### src/sv/hsm_pkg.sv
// Shared types and constants for the hat switch to stick merge unit.
`default_nettype none

package hsm_pkg;

  // One input transfer: raw hat word and the current stick axes.
  typedef struct packed {
    logic        [31:0] hat_word;
    logic signed [31:0] stick_x;
    logic signed [31:0] stick_y;
  } in_item_t;

  // One result transfer: axes after the hat has been merged in.
  typedef struct packed {
    logic signed [31:0] merged_x;
    logic signed [31:0] merged_y;
  } out_item_t;

  // Merge mode codes as held in the merge_mode register.
  typedef enum logic [1:0] {
    MODE_HAT_ONLY    = 2'd0,
    MODE_HAT_PRIO    = 2'd1,
    MODE_STICK_PRIO  = 2'd2,
    MODE_PASS        = 2'd3
  } merge_mode_e;

  // Register indexes on the configuration port.
  typedef enum logic [2:0] {
    REG_MERGE_MODE = 3'd0,
    REG_OVERRIDE_X = 3'd1,
    REG_OVERRIDE_Y = 3'd2,
    REG_DEADZONE   = 3'd3,
    REG_X_MIN      = 3'd4,
    REG_X_MAX      = 3'd5,
    REG_Y_MIN      = 3'd6,
    REG_Y_MAX      = 3'd7
  } reg_index_e;

  localparam int unsigned PADDR_W = 5;

  // Configuration as seen by the datapath.
  typedef struct packed {
    merge_mode_e        mode;
    logic               override_x;
    logic               override_y;
    logic        [30:0] deadzone;
    logic        [31:0] x_min;
    logic        [31:0] x_max;
    logic        [31:0] y_min;
    logic        [31:0] y_max;
  } cfg_t;

  // Reset values of the configuration registers.
  localparam logic [31:0] X_MIN_RST = 32'hFFFF_8001;
  localparam logic [31:0] X_MAX_RST = 32'h0000_7FFF;
  localparam logic [31:0] Y_MIN_RST = 32'hFFFF_8001;
  localparam logic [31:0] Y_MAX_RST = 32'h0000_7FFF;

  // Hat word low half that marks a centered hat.
  localparam logic [15:0] HAT_CENTERED = 16'hFFFF;

  // floor(x / 100) = (x * RECIP_100) >> 37 for every 32-bit x.
  localparam logic [30:0] RECIP_100 = 31'd1374389535;
  // floor(2^35 / 360); the quotient it gives is low by at most one.
  localparam logic [26:0] RECIP_360 = 27'd95443717;

  // Angle decode bounds in degrees, all inclusive.
  localparam logic [8:0] DEG_45  = 9'd45;
  localparam logic [8:0] DEG_135 = 9'd135;
  localparam logic [8:0] DEG_225 = 9'd225;
  localparam logic [8:0] DEG_315 = 9'd315;
  localparam logic [9:0] DEG_360 = 10'd360;

endpackage

`default_nettype wire

### src/sv/hsm_regs.sv
// APB-style configuration register file of the hat merge unit.
`default_nettype none

module hsm_regs
  import hsm_pkg::*;
(
  input  wire logic               clk_i,
  input  wire logic               rst_ni,
  input  wire logic               psel,
  input  wire logic               penable,
  input  wire logic               pwrite,
  input  wire logic [PADDR_W-1:0] paddr,
  input  wire logic [31:0]        pwdata,
  output logic      [31:0]        prdata,
  output logic                    pready,
  output cfg_t                    cfg_o
);

  cfg_t       cfg_q;
  reg_index_e idx;
  logic       wr_en;

  assign idx    = reg_index_e'(paddr[PADDR_W-1:2]);
  assign wr_en  = psel & penable & pwrite;
  assign pready = 1'b1;
  assign cfg_o  = cfg_q;

  always_ff @(posedge clk_i or negedge rst_ni) begin
    if (!rst_ni) begin
      cfg_q.mode       <= MODE_HAT_PRIO;
      cfg_q.override_x <= 1'b1;
      cfg_q.override_y <= 1'b1;
      cfg_q.deadzone   <= '0;
      cfg_q.x_min      <= X_MIN_RST;
      cfg_q.x_max      <= X_MAX_RST;
      cfg_q.y_min      <= Y_MIN_RST;
      cfg_q.y_max      <= Y_MAX_RST;
    end else if (wr_en) begin
      unique case (idx)
        REG_MERGE_MODE: cfg_q.mode       <= merge_mode_e'(pwdata[1:0]);
        REG_OVERRIDE_X: cfg_q.override_x <= pwdata[0];
        REG_OVERRIDE_Y: cfg_q.override_y <= pwdata[0];
        REG_DEADZONE:   cfg_q.deadzone   <= pwdata[30:0];
        REG_X_MIN:      cfg_q.x_min      <= pwdata;
        REG_X_MAX:      cfg_q.x_max      <= pwdata;
        REG_Y_MIN:      cfg_q.y_min      <= pwdata;
        REG_Y_MAX:      cfg_q.y_max      <= pwdata;
        default: ;
      endcase
    end
  end

  always_comb begin
    unique case (idx)
      REG_MERGE_MODE: prdata = {30'd0, cfg_q.mode};
      REG_OVERRIDE_X: prdata = {31'd0, cfg_q.override_x};
      REG_OVERRIDE_Y: prdata = {31'd0, cfg_q.override_y};
      REG_DEADZONE:   prdata = {1'b0, cfg_q.deadzone};
      REG_X_MIN:      prdata = cfg_q.x_min;
      REG_X_MAX:      prdata = cfg_q.x_max;
      REG_Y_MIN:      prdata = cfg_q.y_min;
      REG_Y_MAX:      prdata = cfg_q.y_max;
      default:        prdata = '0;
    endcase
  end

endmodule

`default_nettype wire

### config.mk
export PLATFORM = sky130hd
export DESIGN_NAME = hsm_regs
export DESIGN_NICKNAME = d
export VERILOG_FILES = /design/src/sv/hsm_pkg.sv /design/src/sv/hsm_regs.sv
export SDC_FILE = /design/constraint.sdc
export NUM_CORES = 1
export LEC_CHECK = 0
export ABC_AREA = 1
export BUFFER_PORTS_ARGS = -buffer_cell sky130_fd_sc_hd__buf_4
export CAP_MARGIN = 10
export CELL_PAD_IN_SITES_DETAIL_PLACEMENT = 1
export CELL_PAD_IN_SITES_GLOBAL_PLACEMENT = 1
export CORE_MARGIN = 5
export CORE_UTILIZATION = 37
export DETAILED_ROUTE_END_ITERATION = 7
export PLACE_DENSITY_LB_ADDON = 0.15
export SLEW_MARGIN = 20
export SYNTH_ARGS = -nofsm -noshare
export SYNTH_HDL_FRONTEND = slang
export SYNTH_SLANG_ARGS = --single-unit
### constraint.sdc
create_clock -name clk_i -period 1.3 [get_ports clk_i]
set_input_delay 0.13 -clock clk_i [delete_from_list [all_inputs] [get_ports clk_i]]
set_output_delay 0.13 -clock clk_i [all_outputs]
set_load 0.02 [all_outputs]
Word-level counts from Yosys, hierarchy flattened:

Index checks and enable logic that the tools add are counted.

* add/subtract/negate cells: 0
* divide/modulo/power cells: 0
* shift-type cells: 0
* $mul: 0
* $lt $le $gt $ge: 0
* bitwise operators: 2
* equal/unequal tests: 7
* reduce and logical (&&, ||, !) cells: 9
* multiplexer cells: 1

Operator list (number)
* $pmux W32 S8: 1
* $reduce_and A2 Y1: 8
* $eq A3 B3 Y1 const B: 4
* $eq A3 B2 Y1 const B: 2
* $eq A3 B1 Y1 const B: 1
* $logic_not A3 Y1: 1
* $and A1 B1 Y1: 2

* output and inout bits: 196
* bits of input ports: 42
* RAM bits: 0
* latch bits: 0
* register bits: 163
* logic and storage cells: 27
* memories kept: 0
* bits in read-only memories: 0

Depth between registers and ports, before layout:

* word-level depth: 3
* mapped depth: 8
* mapped depth without buffers: 7

Worst setup path after synthesis:

No wires, ideal clock.

* kind: in2out
* start: input paddr[3]
* end: output prdata[10]
* stages: 7
* slack: 75 ps
* data required time: 1170 ps
* arrival: 1095 ps
* path buffers: 2
* cells stage by stage: buf_2 nor2_4 nand2_2 inv_1 buf_2 nand2_1 nand4_1

* word-level cells in the longest chain between the ends: 2
* elaborated cells on any way between the ends: 9
* those cells by class: eq/ne (7); mux (1); reduce/logical (1)

RTL lines
* start, declared: RTL line hsm_regs.sv:12 `input wire logic [PADDR_W-1:0] paddr,`
* $eq A3 B3 Y1, or another cell as far along: RTL line hsm_regs.sv:54 `unique case (idx)`
* $pmux W32 S8 (*): RTL line hsm_regs.sv:54
* end, declared: RTL line hsm_regs.sv:14 `output logic [31:0] prdata,`

Every way passes the cells marked *; elsewhere a longest branch is shown, timed or not.

Worst setup path after layout:

* start: register cfg_q, in the netlist cfg_o[65]
* end: output prdata[1]

* word-level cells in the longest chain between the ends: 1

RTL lines
* start, declared: RTL line hsm_regs.sv:19 `cfg_t cfg_q;`
* $pmux W32 S8: RTL line hsm_regs.sv:54

Every way passes these cells.

==> reports/qor_table.md <==
| Step | Parameter | This run |
| --- | --- | --- |
| layout | Area occupied by multi-input gates | 2750 um^2 |
| synth | Synthesized-area fraction occupied by ao, oa, aoi and oai cells | 0.130 |
| critical path | Start point of the critical path | cfg_o[65] |
| clock network | CTS HTree Levels | 4 |
| floorplanning | Height of the die | 152 um |
| synth | Combinational family with the most area after synthesis | simple AND/OR/NAND/NOR gates |
| layout | Flip-flop count of the largest register after layout | 163 |
| clock network | Buffer levels on the longest clock path | 2 |
| layout | # diodes | 0 |
| critical path | Highest-delay cell along the critical path | sky130_fd_sc_hd__dfstp_2 |
| sta | Worst hold margin | 0.0342 ns |
| floorplanning | X dimension of the die | 152 um |
| layout | Area added between synthesis and finish | 55.2% |
| floorplanning | Core area | 20,000 um^2 |
| flow run | Max-cap check violation count | 0 |
| power and ir drop | Pwr dens | 1690 nW/um^2 |
| power and ir drop | Worst VDD drop | 1040 uV |
| grt | Global-route wire length before repair | 45,700 um |
| sta | Setup ws final | -0.291 ns |
| synth | Proportion of synthesized chip area in sequential cells | 0.557 |
| synth | Post-synthesis simple-gate area fraction | 0.219 |
| sta | Maximum achievable frequency | 0.629 GHz |
| drt | Detailed Route Iter0 Violations | 248 |
| sta | Setup violation total in the final timing report | 52 |
| layout | Final net count | 1,279 |
| hold path | Launch point of the worst hold path | pwdata[1] |
| clock network | CTS tree | built |
| sta | Worst clock skew on the final layout | 0 ns |
| status | Violated checks | negative setup slack |
| critical path | List of cells traversed by the critical path | nand4_1, nand2_1, nor2_1, nand3_1, buf_6 |
| clock network | Reg clk slew, reported paths | 0.07 ns |
| synth | Net count after synthesis | 952 |
| clock network | Root buffer cell | sky130_fd_sc_hd__clkbuf_16 |
| floorplanning | Boundary pin count | 238 |
| synth | Adder-cell share of the synthesized area | 0 |
| synth | Cell area after technology mapping | 7480 um^2 |
| layout | Fraction of layout instances using a drive strength above 1 | 0.423 |
| layout | Filler cells | 2,412 |
| sta | Time the worst path needs with I/O delays and setup | 1.59 ns |
| synth | Parity-gate share of the synthesized area counting xor and xnor cells | 0 |
| critical path | Critical path's largest stage delay | 0.54 ns |
| layout | Final std cells w/o fill | 1,520 |
| synth | Number of distinct library cell variants in the gate-level netlist after synthesis | 25 |
| hold path | Class of the most critical hold timing path | input pin to flip-flop |
| grt | Vias in the first global route | 8,303 |
| sta | Count of pins over their slew limit | 0 |
| grt | Aggregate global-route resource usage | 0.249 |
| sta | Period Utilization, post-route | 1.22 |
| placed design | Placed Instances | 1,405 |
| placed design | DPL Wire Length | 19,600 um |
| layout | Area occupied by registers | 4170 um^2 |
| drt | Remaining DRCs | 0 |
| drt | Wire length per cell after detailed routing | 19.4 um |
| grt | Number of antenna violations at the first check in global routing | 0 |
| grt | Maximum number of pins on one net before global-route repair | 51 |
| grt | Total congestion overflow | 0 |
| clock network | Worst-skew pair later-pin latency | 0.43 ns |
| drt | 1st-pass router iterations | 5 |
| critical path | CP Class | flip-flop to output pin |
| synth | YS warnings | 0 |
| clock network | Number of clock buffers inserted by TritonCTS | 17 |
| synth | Post-synthesis sequential element count | 163 |
| power and ir drop | Static leakage | 0.00560 uW |
| drt | Number of vias after detailed routing | 7,649 |
| critical path | Startpoint of the worst-slack reg-to-reg timing path | cfg_o[78] |
| critical path | CP endpoint kind | output pin |
| synth | Synthesized instance count | 910 |
| drt | Residual antenna-violating net count after detailed routing | 0 |
| placed design | Count of buffers inserted at the top-level ports | 234 |
| placed design | Routability Congestion | 0.794 |
| floorplanning | Full die area | 23,200 um^2 |
| power and ir drop | Total power | 19,600 uW |
| critical path | Worst EP required | 1.17 ns |
| synth | Share of synthesized area spent on multiplexers | 0 |
| sta | Final Hold Violating Endpoints | 0 |
| synth | Average footprint of a synthesized cell | 8.22 um^2 |
| critical path | CP Launch Type | flip-flop |
| drt | Total Routed Length | 29,400 um |
| sta | Setup repair after global routing missed its margin | true |
| critical path | Maximum fanout encountered on the critical timing path | 2 |
| critical path | Arrival time of data at the critical path endpoint | 1.46 ns |
| floorplanning | Effective utilization at floorplan | 0.373 |
| clock network | Number of clock sinks | 163 |
| status | Run status | complete, but fails checks |
| drt | Via count normalized by instance count | 5.03 |
| floorplanning | # rows | 52 |
layout by cell type (no fill, tap or decap), types with 2 or more instances in the layout:
cell type	synthesis	layout
sky130_fd_sc_hd__a21oi_2	0	4
sky130_fd_sc_hd__buf_6	1	78
sky130_fd_sc_hd__clkinv_4	0	4
sky130_fd_sc_hd__dfrtp_1	94	94
sky130_fd_sc_hd__clkinvlp_4	0	3
sky130_fd_sc_hd__dfstp_2	69	69
sky130_fd_sc_hd__buf_12	0	18
sky130_fd_sc_hd__o21ai_2	0	7
sky130_fd_sc_hd__clkinv_2	1	2
sky130_fd_sc_hd__nor2_4	4	6
sky130_fd_sc_hd__nand2_1	186	184
sky130_fd_sc_hd__clkbuf_16	0	17
sky130_fd_sc_hd__dlygate4sd3_1	0	32
sky130_fd_sc_hd__inv_1	114	74
sky130_fd_sc_hd__nand2_2	3	5
sky130_fd_sc_hd__o21ai_0	130	120
sky130_fd_sc_hd__nor3_1	2	2
sky130_fd_sc_hd__buf_4	4	232
sky130_fd_sc_hd__nand3_1	6	5
sky130_fd_sc_hd__nor2_1	127	96
sky130_fd_sc_hd__nand3_2	3	4
sky130_fd_sc_hd__inv_2	3	43
sky130_fd_sc_hd__o21ai_1	13	16
sky130_fd_sc_hd__inv_6	0	2
sky130_fd_sc_hd__nor2_2	0	29
sky130_fd_sc_hd__a21oi_1	50	46
sky130_fd_sc_hd__bufinv_16	0	2
sky130_fd_sc_hd__nand4_1	50	50
sky130_fd_sc_hd__clkbuf_8	0	2
what timing repair did:
item,4_1_cts,5_1_grt
hold buffers,32,0
pin swaps,75,29
setup buffers,35,20
gates resized for setup,102,72
endpoints found under the hold margin,192,0
endpoints found under the setup margin,32,55
cells in the mapped netlist:
master / count / area share
sky130_fd_sc_hd__nand2_1: 186 / 0.093
sky130_fd_sc_hd__o21ai_0: 130 / 0.087
sky130_fd_sc_hd__nor2_1: 127 / 0.064
sky130_fd_sc_hd__inv_1: 114 / 0.057
sky130_fd_sc_hd__dfrtp_1: 94 / 0.31
sky130_fd_sc_hd__dfstp_2: 69 / 0.24
sky130_fd_sc_hd__a21oi_1: 50 / 0.033
sky130_fd_sc_hd__nand4_1: 50 / 0.042
sky130_fd_sc_hd__buf_2: 27 / 0.018
sky130_fd_sc_hd__clkbuf_1: 16 / 0.0080
sky130_fd_sc_hd__o21ai_1: 13 / 0.0087
sky130_fd_sc_hd__nand3_1: 6 / 0.0040
sky130_fd_sc_hd__buf_4: 4 / 0.0040
sky130_fd_sc_hd__nor2_4: 4 / 0.0060
sky130_fd_sc_hd__inv_2: 3 / 0.0015
sky130_fd_sc_hd__nand2_2: 3 / 0.0025
sky130_fd_sc_hd__nand3_2: 3 / 0.0040
sky130_fd_sc_hd__buf_1: 2 / 0.0010
sky130_fd_sc_hd__clkbuf_2: 2 / 0.0013
sky130_fd_sc_hd__nor3_1: 2 / 0.0013
sky130_fd_sc_hd__buf_6: 1 / 0.0015
sky130_fd_sc_hd__clkinv_2: 1 / 0.00067
sky130_fd_sc_hd__conb_1: 1 / 0.00050
sky130_fd_sc_hd__nand3_4: 1 / 0.0023
sky130_fd_sc_hd__o22ai_1: 1 / 0.00084
stage by stage:
step	utilization	TNS [ns]	cell area [um^2]	setup slack, ns
2_1_floorplan	-	0	7480	0.0754
3_3_place_gp	0.493	-0.0129	9880	-0.00801
3_5_place_dp	0.493	-0.595	9880	-0.0473
4_1_cts	0.563	-7.47	11300	-0.304
5_1_grt	0.579	-9.94	11600	-0.356
6_report	0.579	-6.86	11600	-0.291
critical path, delay by kind of cell, from the launching register on:
kind,cells,cell delay (ns)
buf+inv,1,0.13
flops,1,0.54
simple gates,4,0.36
where the power goes:
group          internal, uW  leakage, uW  switching, uW
Clock                  2970     0.000288           2210
Sequential             6540      0.00188            925
Combinational          3110      0.00343           3850
layout make-up:
class / instances / area share
repair buffers: 360 / 0.284
multi-input cells: 577 / 0.237
flip-flops and latches: 163 / 0.359
inverters: 118 / 0.0383
clock inverters: 13 / 0.0130
clock buffers: 19 / 0.0390
well taps: 270 / 0.0291
worst paths after layout:
kind                              endpoint  slack [ns]  depth (start not counted)
worst max register to register   cfg_o[78]        0.32                          3
worst max-delay path             prdata[1]       -0.29                          5
min in group asynchronous        cfg_o[44]        0.15                          2
max in group asynchronous        cfg_o[74]        0.49                          3
worst min-delay path            cfg_o[162]        0.03                          3
worst min register to register  cfg_o[121]        0.50                          2
logic make-up after synthesis:
logic type | after synthesis
buffers and inverters | 170
other | 1
AND/OR/NAND/NOR | 382
flip-flops | 163
AO/OA/AOI/OAI | 194
metal layers:
metal,up-vias,part of all wire,GRT usage
li1,3551,-,-
met1,3804,0.41,0.305
met2,237,0.51,0.421
met3,57,0.055,0.0588
met4,0,0.034,0.108
met5,-,0,0
(Power assumes the default switching activity.)
